## src/mbq_pkg.sv

```systemverilog
// shared types and constants for the multichannel biquad filter
// no dependencies; imported by mbq_ctrl, mbq_dp, multichannel_biquad_iir, mbq_checker and tb_top
`default_nettype none

package mbq_pkg;

    // configuration register file
    localparam int REG_WIDTH  = 20;
    localparam int CHAN_WIDTH = 3;
    localparam int NUM_REGS   = 6;
    localparam int ADDR_WIDTH = 5;
    localparam int DATA_WIDTH = 32;
    localparam int IDX_BITS   = 3;

    // register indexes (byte address / 4)
    localparam logic [IDX_BITS-1:0] REG_INPUT_GAIN = 3'd0;
    localparam logic [IDX_BITS-1:0] REG_FF_COEF_0  = 3'd1;
    localparam logic [IDX_BITS-1:0] REG_FF_COEF_1  = 3'd2;
    localparam logic [IDX_BITS-1:0] REG_FF_COEF_2  = 3'd3;
    localparam logic [IDX_BITS-1:0] REG_FB_COEF_1  = 3'd4;
    localparam logic [IDX_BITS-1:0] REG_FB_COEF_2  = 3'd5;

    // reset values, 1.0 in Q4.16 for gain and direct term
    localparam logic signed [REG_WIDTH-1:0] GAIN_RESET = 20'sd65536;
    localparam logic signed [REG_WIDTH-1:0] FF0_RESET  = 20'sd65536;
    localparam logic signed [REG_WIDTH-1:0] COEF_ZERO  = 20'sd0;

    // controller states
    typedef enum logic [3:0] {
        S_IDLE,
        S_GAIN,
        S_SCALE,
        S_MAC2,
        S_MAC3,
        S_MAC4,
        S_MAC5,
        S_MAC6,
        S_OUT
    } t_state;

    // multiplier operand pair
    typedef enum logic [2:0] {
        MUL_GAIN,
        MUL_FF0,
        MUL_FF1,
        MUL_FF2,
        MUL_FB1,
        MUL_FB2
    } t_mul_sel;

    // accumulator operation
    typedef enum logic [1:0] {
        ACC_HOLD,
        ACC_LOAD,
        ACC_ADD,
        ACC_SUB
    } t_acc_op;

    // controller to datapath commands
    typedef struct packed {
        logic     load;
        logic     mul_en;
        t_mul_sel mul_sel;
        logic     xs_en;
        t_acc_op  acc_op;
        logic     out_wr;
    } t_dp_cmd;

    // datapath to controller status
    typedef struct packed {
        logic out_free;
    } t_dp_stat;

endpackage

`default_nettype wire

```

## src/multichannel_biquad_iir.sv

```systemverilog
// top level of the multichannel biquad filter: register port, sequencer, datapath
// depends on mbq_pkg, mbq_ctrl and mbq_dp
//
// usage:
//   input channel: a word (i_sample_in, i_channel) is taken when i_in_valid is
//   high and o_in_stall is low. output channel: a word (o_sample_out,
//   o_channel_out) is taken when o_out_valid is high and i_out_stall is low.
//   gain and the five coefficients sit on the register port at byte address
//   4*index, signed Q4.16 in bits 19:0; write them only while the block is idle.
//   one word at a time runs through one shared multiplier and accumulator:
//   gain, then five multiply-accumulate steps, then round and saturate.
//   a new word is taken only once the last one has gone to the output register;
//   the time per word is set by the six passes through the
//   multiplier plus capture and output steps.
//   a stalled output holds its word; the next word is still taken and runs
//   until its result is ready, then waits for the output register to free.
//   reset: all histories read as zero, gain and first feedforward return to 1.0,
//   the other coefficients to zero, and no output is pending.
`default_nettype none

module multichannel_biquad_iir
    import mbq_pkg::*;
#(
    parameter int CHANNELS       = 8,
    parameter int SAMPLE_WIDTH   = 16,
    parameter int COEF_FRAC_BITS = 16
) (
    input  wire logic                           i_clk,
    input  wire logic                           i_rst_n,
    // input words
    input  wire logic                           i_in_valid,
    output logic                                o_in_stall,
    input  wire logic signed [SAMPLE_WIDTH-1:0] i_sample_in,
    input  wire logic [CHAN_WIDTH-1:0]          i_channel,
    // output words
    output logic                                o_out_valid,
    input  wire logic                           i_out_stall,
    output logic signed [SAMPLE_WIDTH-1:0]      o_sample_out,
    output logic [CHAN_WIDTH-1:0]               o_channel_out,
    // register port
    input  wire logic                           psel,
    input  wire logic                           penable,
    input  wire logic                           pwrite,
    input  wire logic [ADDR_WIDTH-1:0]          paddr,
    input  wire logic [DATA_WIDTH-1:0]          pwdata,
    output logic [DATA_WIDTH-1:0]               prdata,
    output logic                                pready
);

    logic signed [REG_WIDTH-1:0] r_gain;
    logic signed [REG_WIDTH-1:0] r_ff0;
    logic signed [REG_WIDTH-1:0] r_ff1;
    logic signed [REG_WIDTH-1:0] r_ff2;
    logic signed [REG_WIDTH-1:0] r_fb1;
    logic signed [REG_WIDTH-1:0] r_fb2;

    logic [IDX_BITS-1:0]         reg_idx;
    logic                        reg_wr;
    logic signed [REG_WIDTH-1:0] wr_val;
    logic signed [REG_WIDTH-1:0] rd_val;
    t_dp_cmd                     cmd;
    t_dp_stat                    stat;

    assign pready  = 1'b1;
    assign reg_idx = paddr[ADDR_WIDTH-1:2];
    assign reg_wr  = psel && penable && pwrite && pready;
    assign wr_val  = pwdata[REG_WIDTH-1:0];

    // register writes, unknown indexes dropped
    always_ff @(posedge i_clk) begin
        if (!i_rst_n) begin
            r_gain <= GAIN_RESET;
            r_ff0  <= FF0_RESET;
            r_ff1  <= COEF_ZERO;
            r_ff2  <= COEF_ZERO;
            r_fb1  <= COEF_ZERO;
            r_fb2  <= COEF_ZERO;
        end else if (reg_wr) begin
            case (reg_idx)
                REG_INPUT_GAIN: r_gain <= wr_val;
                REG_FF_COEF_0:  r_ff0  <= wr_val;
                REG_FF_COEF_1:  r_ff1  <= wr_val;
                REG_FF_COEF_2:  r_ff2  <= wr_val;
                REG_FB_COEF_1:  r_fb1  <= wr_val;
                REG_FB_COEF_2:  r_fb2  <= wr_val;
                default: begin
                end
            endcase
        end
    end

    // register reads, sign extended
    always_comb begin
        case (reg_idx)
            REG_INPUT_GAIN: rd_val = r_gain;
            REG_FF_COEF_0:  rd_val = r_ff0;
            REG_FF_COEF_1:  rd_val = r_ff1;
            REG_FF_COEF_2:  rd_val = r_ff2;
            REG_FB_COEF_1:  rd_val = r_fb1;
            REG_FB_COEF_2:  rd_val = r_fb2;
            default:        rd_val = '0;
        endcase
    end

    assign prdata = DATA_WIDTH'(rd_val);

    // sequencer
    mbq_ctrl u_ctrl (
        .i_clk      (i_clk),
        .i_rst_n    (i_rst_n),
        .i_in_valid (i_in_valid),
        .o_in_stall (o_in_stall),
        .i_stat     (stat),
        .o_cmd      (cmd)
    );

    // datapath
    mbq_dp #(
        .CHANNELS       (CHANNELS),
        .SAMPLE_WIDTH   (SAMPLE_WIDTH),
        .COEF_FRAC_BITS (COEF_FRAC_BITS)
    ) u_dp (
        .i_clk         (i_clk),
        .i_rst_n       (i_rst_n),
        .i_cmd         (cmd),
        .o_stat        (stat),
        .i_sample_in   (i_sample_in),
        .i_channel     (i_channel),
        .i_gain        (r_gain),
        .i_ff0         (r_ff0),
        .i_ff1         (r_ff1),
        .i_ff2         (r_ff2),
        .i_fb1         (r_fb1),
        .i_fb2         (r_fb2),
        .i_out_stall   (i_out_stall),
        .o_out_valid   (o_out_valid),
        .o_sample_out  (o_sample_out),
        .o_channel_out (o_channel_out)
    );

endmodule

`default_nettype wire

```

## src/mbq_ctrl.sv

```systemverilog
// sequencer for the biquad: steps one word through gain, five macs and output
// depends on mbq_pkg
`default_nettype none

module mbq_ctrl
    import mbq_pkg::*;
(
    input  wire logic     i_clk,
    input  wire logic     i_rst_n,
    input  wire logic     i_in_valid,
    output logic          o_in_stall,
    input  wire t_dp_stat i_stat,
    output t_dp_cmd       o_cmd
);

    t_state r_state;
    t_state n_state;

    // state register
    always_ff @(posedge i_clk) begin
        if (!i_rst_n) begin
            r_state <= S_IDLE;
        end else begin
            r_state <= n_state;
        end
    end

    // next state and commands
    always_comb begin
        n_state      = r_state;
        o_in_stall   = 1'b1;
        o_cmd        = '0;
        o_cmd.mul_sel = MUL_GAIN;
        o_cmd.acc_op = ACC_HOLD;
        case (r_state)
            S_IDLE: begin
                o_in_stall = 1'b0;
                o_cmd.load = i_in_valid;
                if (i_in_valid) begin
                    n_state = S_GAIN;
                end
            end
            S_GAIN: begin
                o_cmd.mul_en  = 1'b1;
                o_cmd.mul_sel = MUL_GAIN;
                n_state       = S_SCALE;
            end
            S_SCALE: begin
                o_cmd.xs_en   = 1'b1;
                o_cmd.mul_en  = 1'b1;
                o_cmd.mul_sel = MUL_FF1;
                n_state       = S_MAC2;
            end
            S_MAC2: begin
                o_cmd.acc_op  = ACC_LOAD;
                o_cmd.mul_en  = 1'b1;
                o_cmd.mul_sel = MUL_FF2;
                n_state       = S_MAC3;
            end
            S_MAC3: begin
                o_cmd.acc_op  = ACC_ADD;
                o_cmd.mul_en  = 1'b1;
                o_cmd.mul_sel = MUL_FB1;
                n_state       = S_MAC4;
            end
            S_MAC4: begin
                o_cmd.acc_op  = ACC_SUB;
                o_cmd.mul_en  = 1'b1;
                o_cmd.mul_sel = MUL_FB2;
                n_state       = S_MAC5;
            end
            S_MAC5: begin
                o_cmd.acc_op  = ACC_SUB;
                o_cmd.mul_en  = 1'b1;
                o_cmd.mul_sel = MUL_FF0;
                n_state       = S_MAC6;
            end
            S_MAC6: begin
                o_cmd.acc_op = ACC_ADD;
                n_state      = S_OUT;
            end
            S_OUT: begin
                // wait for room in the output register
                if (i_stat.out_free) begin
                    o_cmd.out_wr = 1'b1;
                    n_state      = S_IDLE;
                end
            end
            default: begin
                n_state = S_IDLE;
            end
        endcase
    end

`ifndef ASSERT_OFF
    // a blocked result keeps the sequencer waiting
    a_out_wait: assert property (@(posedge i_clk) disable iff (!i_rst_n)
        (r_state == S_OUT && !i_stat.out_free) |=> (r_state == S_OUT))
        else $error("sequencer left output state without room");

    // no second word is taken while one is in flight
    a_one_word: assert property (@(posedge i_clk) disable iff (!i_rst_n)
        o_cmd.load |=> o_in_stall)
        else $error("input not stalled after a word was taken");
`endif

endmodule

`default_nettype wire

```

## src/mbq_dp.sv

```systemverilog
// biquad datapath: shared multiplier, accumulator, per-channel history memory
// and output register; depends on mbq_pkg
`default_nettype none

module mbq_dp
    import mbq_pkg::*;
#(
    parameter int CHANNELS       = 8,
    parameter int SAMPLE_WIDTH   = 16,
    parameter int COEF_FRAC_BITS = 16
) (
    input  wire logic                           i_clk,
    input  wire logic                           i_rst_n,
    input  wire t_dp_cmd                        i_cmd,
    output t_dp_stat                            o_stat,
    input  wire logic signed [SAMPLE_WIDTH-1:0] i_sample_in,
    input  wire logic [CHAN_WIDTH-1:0]          i_channel,
    input  wire logic signed [REG_WIDTH-1:0]    i_gain,
    input  wire logic signed [REG_WIDTH-1:0]    i_ff0,
    input  wire logic signed [REG_WIDTH-1:0]    i_ff1,
    input  wire logic signed [REG_WIDTH-1:0]    i_ff2,
    input  wire logic signed [REG_WIDTH-1:0]    i_fb1,
    input  wire logic signed [REG_WIDTH-1:0]    i_fb2,
    input  wire logic                           i_out_stall,
    output logic                                o_out_valid,
    output logic signed [SAMPLE_WIDTH-1:0]      o_sample_out,
    output logic [CHAN_WIDTH-1:0]               o_channel_out
);

    localparam int SW    = SAMPLE_WIDTH;
    localparam int IDX_W = (CHANNELS > 1) ? $clog2(CHANNELS) : 1;
    localparam int ROW_W = 4 * SW;
    localparam int P_W   = SW + REG_WIDTH;
    localparam int ACC_W = SW + REG_WIDTH + 4;
    localparam int MOD_W = 7;

    localparam logic signed [ACC_W-1:0] RND_HALF = ACC_W'(1) <<< (COEF_FRAC_BITS - 1);
    localparam logic signed [ACC_W-1:0] SAT_HI   = (ACC_W'(1) <<< (SW - 1)) - ACC_W'(1);
    localparam logic signed [ACC_W-1:0] SAT_LO   = -(ACC_W'(1) <<< (SW - 1));

    // channel number folded onto the available histories
    function automatic logic [IDX_W-1:0] chan_index(input logic [CHAN_WIDTH-1:0] ch);
        logic [MOD_W-1:0] v;
        v = MOD_W'(ch);
        for (int k = 0; k < 8; k++) begin
            if (v >= MOD_W'(CHANNELS)) begin
                v = v - MOD_W'(CHANNELS);
            end
        end
        return v[IDX_W-1:0];
    endfunction

    // round half up, drop fraction, clamp to sample range
    function automatic logic signed [SW-1:0] rnd_sat(input logic signed [ACC_W-1:0] v);
        logic signed [ACC_W-1:0] t;
        t = (v + RND_HALF) >>> COEF_FRAC_BITS;
        if (t > SAT_HI) begin
            return SAT_HI[SW-1:0];
        end else if (t < SAT_LO) begin
            return SAT_LO[SW-1:0];
        end
        return t[SW-1:0];
    endfunction

    logic [ROW_W-1:0]              r_hist_mem [CHANNELS];
    logic [CHANNELS-1:0]           r_hist_vld;
    logic [ROW_W-1:0]              r_row;
    logic                          r_hist_ok;
    logic [IDX_W-1:0]              r_idx;
    logic signed [SW-1:0]          r_sample;
    logic [CHAN_WIDTH-1:0]         r_chan;
    logic signed [P_W-1:0]         r_prod;
    logic signed [SW-1:0]          r_xs;
    logic signed [ACC_W-1:0]       r_acc;
    logic                          r_out_valid;
    logic signed [SW-1:0]          r_sample_out;
    logic [CHAN_WIDTH-1:0]         r_chan_out;

    logic [IDX_W-1:0]              rd_idx;
    logic signed [SW-1:0]          h_x1;
    logic signed [SW-1:0]          h_x2;
    logic signed [SW-1:0]          h_y1;
    logic signed [SW-1:0]          h_y2;
    logic signed [SW-1:0]          mul_a;
    logic signed [REG_WIDTH-1:0]   mul_b;
    logic signed [P_W-1:0]         mul_res;
    logic signed [ACC_W-1:0]       prod_ext;
    logic signed [SW-1:0]          y_new;

    assign rd_idx = chan_index(i_channel);

    // history fields, zero until the channel is first written
    assign h_x1 = r_hist_ok ? r_row[SW-1:0]        : '0;
    assign h_x2 = r_hist_ok ? r_row[2*SW-1:SW]     : '0;
    assign h_y1 = r_hist_ok ? r_row[3*SW-1:2*SW]   : '0;
    assign h_y2 = r_hist_ok ? r_row[4*SW-1:3*SW]   : '0;

    // input capture and history read
    always_ff @(posedge i_clk) begin
        if (i_cmd.load) begin
            r_sample <= i_sample_in;
            r_chan   <= i_channel;
            r_idx    <= rd_idx;
            r_row    <= r_hist_mem[rd_idx];
        end
    end

    always_ff @(posedge i_clk) begin
        if (!i_rst_n) begin
            r_hist_ok <= 1'b0;
        end else if (i_cmd.load) begin
            r_hist_ok <= r_hist_vld[rd_idx];
        end
    end

    // history write, shift of both delay pairs
    always_ff @(posedge i_clk) begin
        if (i_cmd.out_wr) begin
            r_hist_mem[r_idx] <= {h_y1, y_new, h_x1, r_xs};
        end
    end

    always_ff @(posedge i_clk) begin
        if (!i_rst_n) begin
            r_hist_vld <= '0;
        end else if (i_cmd.out_wr) begin
            r_hist_vld[r_idx] <= 1'b1;
        end
    end

    // multiplier operand select
    always_comb begin
        case (i_cmd.mul_sel)
            MUL_GAIN: begin
                mul_a = r_sample;
                mul_b = i_gain;
            end
            MUL_FF0: begin
                mul_a = r_xs;
                mul_b = i_ff0;
            end
            MUL_FF1: begin
                mul_a = h_x1;
                mul_b = i_ff1;
            end
            MUL_FF2: begin
                mul_a = h_x2;
                mul_b = i_ff2;
            end
            MUL_FB1: begin
                mul_a = h_y1;
                mul_b = i_fb1;
            end
            MUL_FB2: begin
                mul_a = h_y2;
                mul_b = i_fb2;
            end
            default: begin
                mul_a = r_sample;
                mul_b = i_gain;
            end
        endcase
    end

    assign mul_res  = P_W'(mul_a) * P_W'(mul_b);
    assign prod_ext = ACC_W'(r_prod);
    assign y_new    = rnd_sat(r_acc);

    // product register and scaled input
    always_ff @(posedge i_clk) begin
        if (i_cmd.mul_en) begin
            r_prod <= mul_res;
        end
        if (i_cmd.xs_en) begin
            r_xs <= rnd_sat(prod_ext);
        end
    end

    // accumulator
    always_ff @(posedge i_clk) begin
        case (i_cmd.acc_op)
            ACC_LOAD: r_acc <= prod_ext;
            ACC_ADD:  r_acc <= r_acc + prod_ext;
            ACC_SUB:  r_acc <= r_acc - prod_ext;
            default:  r_acc <= r_acc;
        endcase
    end

    // output register
    always_ff @(posedge i_clk) begin
        if (!i_rst_n) begin
            r_out_valid <= 1'b0;
        end else if (i_cmd.out_wr) begin
            r_out_valid <= 1'b1;
        end else if (!i_out_stall) begin
            r_out_valid <= 1'b0;
        end
    end

    always_ff @(posedge i_clk) begin
        if (i_cmd.out_wr) begin
            r_sample_out <= y_new;
            r_chan_out   <= r_chan;
        end
    end

    assign o_stat.out_free = !r_out_valid || !i_out_stall;
    assign o_out_valid     = r_out_valid;
    assign o_sample_out    = r_sample_out;
    assign o_channel_out   = r_chan_out;

`ifndef ASSERT_OFF
    // a written result shows up with the channel of its word
    a_out_chan: assert property (@(posedge i_clk) disable iff (!i_rst_n)
        i_cmd.out_wr |=> (r_out_valid && o_channel_out == $past(r_chan)))
        else $error("result missing or carrying the wrong channel");

    // the accumulator starts only once the scaled input is settled
    a_acc_order: assert property (@(posedge i_clk) disable iff (!i_rst_n)
        (i_cmd.acc_op == ACC_LOAD) |-> $past(i_cmd.xs_en))
        else $error("accumulator loaded out of order");
`endif

endmodule

`default_nettype wire

```

## config.mk

```make
export PLATFORM = sky130hd
export DESIGN_NAME = multichannel_biquad_iir
export DESIGN_NICKNAME = d
export VERILOG_FILES = /design/src/mbq_pkg.sv /design/src/multichannel_biquad_iir.sv /design/src/mbq_ctrl.sv /design/src/mbq_dp.sv
export SDC_FILE = /design/constraint.sdc
export NUM_CORES = 2
export LEC_CHECK = 0
export BUFFER_PORTS_ARGS = -buffer_cell sky130_fd_sc_hd__clkbuf_2
export CORE_MARGIN = 1.5
export CORE_UTILIZATION = 55
export CTS_CLUSTER_DIAMETER = 200
export CTS_CLUSTER_SIZE = 30
export DETAILED_ROUTE_END_ITERATION = 7
export GPL_ROUTABILITY_DRIVEN = 0
export MAX_ROUTING_LAYER = met4
export PLACE_DENSITY = 0.82
export SLEW_MARGIN = 10
export SYNTH_ARGS = -nofsm -noshare
export SYNTH_HDL_FRONTEND = slang
export SYNTH_SLANG_ARGS = --single-unit
```

## constraint.sdc

```tcl
create_clock -name i_clk -period 10.5 [get_ports i_clk]
set_clock_uncertainty 0.05 [all_clocks]
set_input_delay 2.1 -clock i_clk [delete_from_list [all_inputs] [get_ports i_clk]]
set_output_delay 2.1 -clock i_clk [all_outputs]
set_load 0.01 [all_outputs]
```

==> metrics.yaml <==
dieArea_um2: 88450
fillCellCount: 6325
cts_tree: "yes"
min_period_over_period_pct: 89.92
critPathKind: "register to register"
crit_path_end_kind: "register"
synth_top_flop_cell: "edfxtp_1"
worstHoldStart: "r_ff0[11]$_SDFFE_PN0P_"
reg2reg_slack_ns: 1.06
ys_ff_latch: 840
cellLeakagePower_nw: 19.08
worstMarginPinSlew_ns: 1.322
cts_root_buffer: "clkbuf_16"
die_width_um: 297.4
grt_setup_unrepaired: "no"
synth_area_um2: 47670
route.detailed.drc: 16
wire_per_inst_um: 24.00
fp.coreArea_um2: 85550
worstReg2RegStart: "u_ctrl.r_state[2]$_SDFFE_PN0P_"
p_total_mw: 7.551
maxCapViolCount: 0
max_stage_delay_ns: 0.95
grt_use_total_pct: 28.34
detail_route.first_pass.iterations: 8
synth_fp_nets: 4417
cts_buffers: 34
grt_pass1_wl_um: 186900
fin_crit_ns: 9.442
r2r.worst_path.cells: 26
path_delay_family: "adder cells"
area_growth_pct: 6.128
drive_gt1_share_pct: 12.13
hold_path.class: "register to register"
synth_area_leaders: "edfxtp_1 44%, fa_1 13%, mux4_2 6.1%, dfxtp_1 5.6%, nand2_1 3.9%"
postCtsHoldBufs: 0
violations: "design-rule violations"
hold_viol: 0
fp-row-count: 107
io_buffers: 101
synth_top_area_share_pct: 44.47
grt_pass1_vias: 32022
yosys.area.top_type: "edfxtp_1"
ys_warn_count: 0
netlist_instances: 3902
path_clk_slew_ns: 0.13
fin_tns_setup_ns: 0
die_h_um: 297.4
crit_fanout: 21
setup_violations: 0
slew_headroom_pct: 10.97
crit_buf_inv: 4
slowest_stage: "o21ai_1"
synth_seq_area_share_pct: 50.10
start_util_pct: 55.73
cts.sinks: 840
nNetsFinal: 4431
status: "complete, but fails checks"
holdPathStages: 2
cp.arrival_ns: 9.82
clkLatencyLatePin_ns: 0.62
grt_start_max_net_pins: 102
synth_edf_count: 706
cts_buffer_depth: 3
place_hpwl_um: 79620
r2r-end: "u_dp.r_prod[35]$_DFFE_PP_"
post_cts_resized: 0
vdd.ir_drop.worst_v: 0.0001454
detail-route-antenna-nets: 0
vias_per_cell: 6.294
ios: 117
post_cts_buffers: 0
required_ns: 10.87
routed_wl_um: 121900
htree_levels: 2
grt_overflow: 0
antenna_found_initial: 2
syn_avg_cell_area_um2: 12.22
async_reset_ff_share_pct: 0
synth_cell_types: 79
drt_iter0_markers: 4103
maxSlewViolCount: 0
power_density_nw_per_um2: 149.2
crit_top_cell: "fa_1"
fmax_mhz: 105.9
worst_setup_path_start_kind: "register"
vias: 31961
min_to: "r_ff0[11]$_SDFFE_PN0P_"
holdWs_ns: 0.4333
worst max-delay path by stage:
stage | start | to | slack [ns] | cells after the start
6_report | u_ctrl.r_state[2]$_SDFFE_PN0P_ | u_dp.r_prod[35]$_DFFE_PP_ | 1.06 | 26
5_1_grt | u_ctrl.r_state[2]$_SDFFE_PN0P_ | u_dp.r_prod[35]$_DFFE_PP_ | 0.70 | 26
4_1_cts | u_ctrl.r_state[2]$_SDFFE_PN0P_ | u_dp.r_prod[35]$_DFFE_PP_ | 1.21 | 26
3_5_place_dp | u_ctrl.r_state[2]$_SDFFE_PN0P_ | u_dp.r_prod[35]$_DFFE_PP_ | 1.30 | 26
3_3_place_gp | u_ctrl.r_state[2]$_SDFFE_PN0P_ | u_dp.r_prod[35]$_DFFE_PP_ | 1.40 | 26
2_1_floorplan | i_out_stall | u_dp.r_hist_mem[1][0]$_DFFE_PP_ | 2.00 | 3
cell families after synthesis:
family	after synthesis	share of synthesized area, %
compound gates	631	8.383
xor+xnor	140	2.572
fa+ha+maj	452	16.89
buf+inv	589	4.766
flops	840	50.10
mux	198	7.740
other cells	1	0.007866
simple gates	1051	9.546
worst min-delay path, stage by stage (launching register included):
cell and delay [ns]:
dfxtp_1 0.34, nand2_1 0.06, a21oi_1 0.05
area by class of cell:
class                           count  area, um^2  share of cell area (%)
Tap cell                         1144        1431                   2.829
Clock inverter                      5       95.09                  0.1880
Multi-Input combinational cell   2473       21720                   42.93
Clock buffer                       48       903.4                   1.786
Sequential cell                   840       23880                   47.21
Inverter                          394        1480                   2.926
Timing Repair Buffer              173        1076                   2.127
Antenna cell                        1       2.502                0.004946
power by group:
| part | switching (mW) | leakage [nW] | internal [mW] |
|---|---|---|---|
| combinational | 1.19 | 11.1 | 0.729 |
| clock | 1.03 | 0.475 | 0.630 |
| sequential | 0.174 | 7.55 | 3.80 |
metal layers:
metal / track usage, % / vias to the layer above / share of wire, %
met5: - / - / 0
met4: 10.65 / 0 / 4.2
met3: 4.871 / 361 / 10
met2: 45.99 / 1964 / 49
met1: 35.90 / 16011 / 36
li1: - / 13625 / -
placed cells by master, fill, tap and decap left out, types with 72 or more instances in the layout:
master      n
nor2_1    287
o21ai_0   105
clkbuf_2   98
buf_4      72
xnor2_1    90
mux4_2    130
a22oi_1   103
edfxtp_1  706
inv_1     392
nand2_1   497
ha_1      133
dfxtp_1   133
a21oi_1   226
fa_1      319
Yosys cell counts, drive strengths merged, types with 37 or more instances:
master / number
mux4: 130
inv: 394
a21o: 41
a22oi: 103
buf: 37
o21ai: 122
xor2: 50
edfxtp: 706
nand3: 57
mux2: 65
clkbuf: 158
xnor2: 90
and2: 46
nand2: 497
nor2: 296
dfxtp: 134
a21oi: 230
fa: 319
ha: 133
metrics by stage:
stage          utilization [%]  worst slack (ns)  instance area [um^2]  std cells
3_5_place_dp             57.97             1.295                 49590       5024
2_1_floorplan                -             1.995                 47670       3902
3_3_place_gp             57.97             1.404                 49590       5024
5_1_grt                  59.14            0.6954                 50590       5078
6_report                 59.14             1.058                 50590       5078
4_1_cts                  59.14             1.205                 50590       5077
flip-flops by register name, summed over array words and instances, names as in the netlist:
| register | count |
|---|---|
| u_dp.r_hist_mem | 512 |
| u_dp.r_row | 64 |
| u_dp.r_acc | 40 |
| u_dp.r_prod | 36 |
| r_fb1 | 20 |
| r_fb2 | 20 |
| r_ff0 | 20 |
| r_ff1 | 20 |
| r_ff2 | 20 |
| r_gain | 20 |
| u_dp.o_sample_out | 16 |
| u_dp.r_sample | 16 |
| u_dp.r_xs | 16 |
| u_dp.r_hist_vld | 8 |
| u_ctrl.r_state | 4 |
| u_dp.o_channel_out | 3 |
| u_dp.r_idx | 3 |
| u_dp.o_out_valid | 1 |
| u_dp.r_hist_ok | 1 |
No activity file was read; power rests on OpenSTA's default activity.
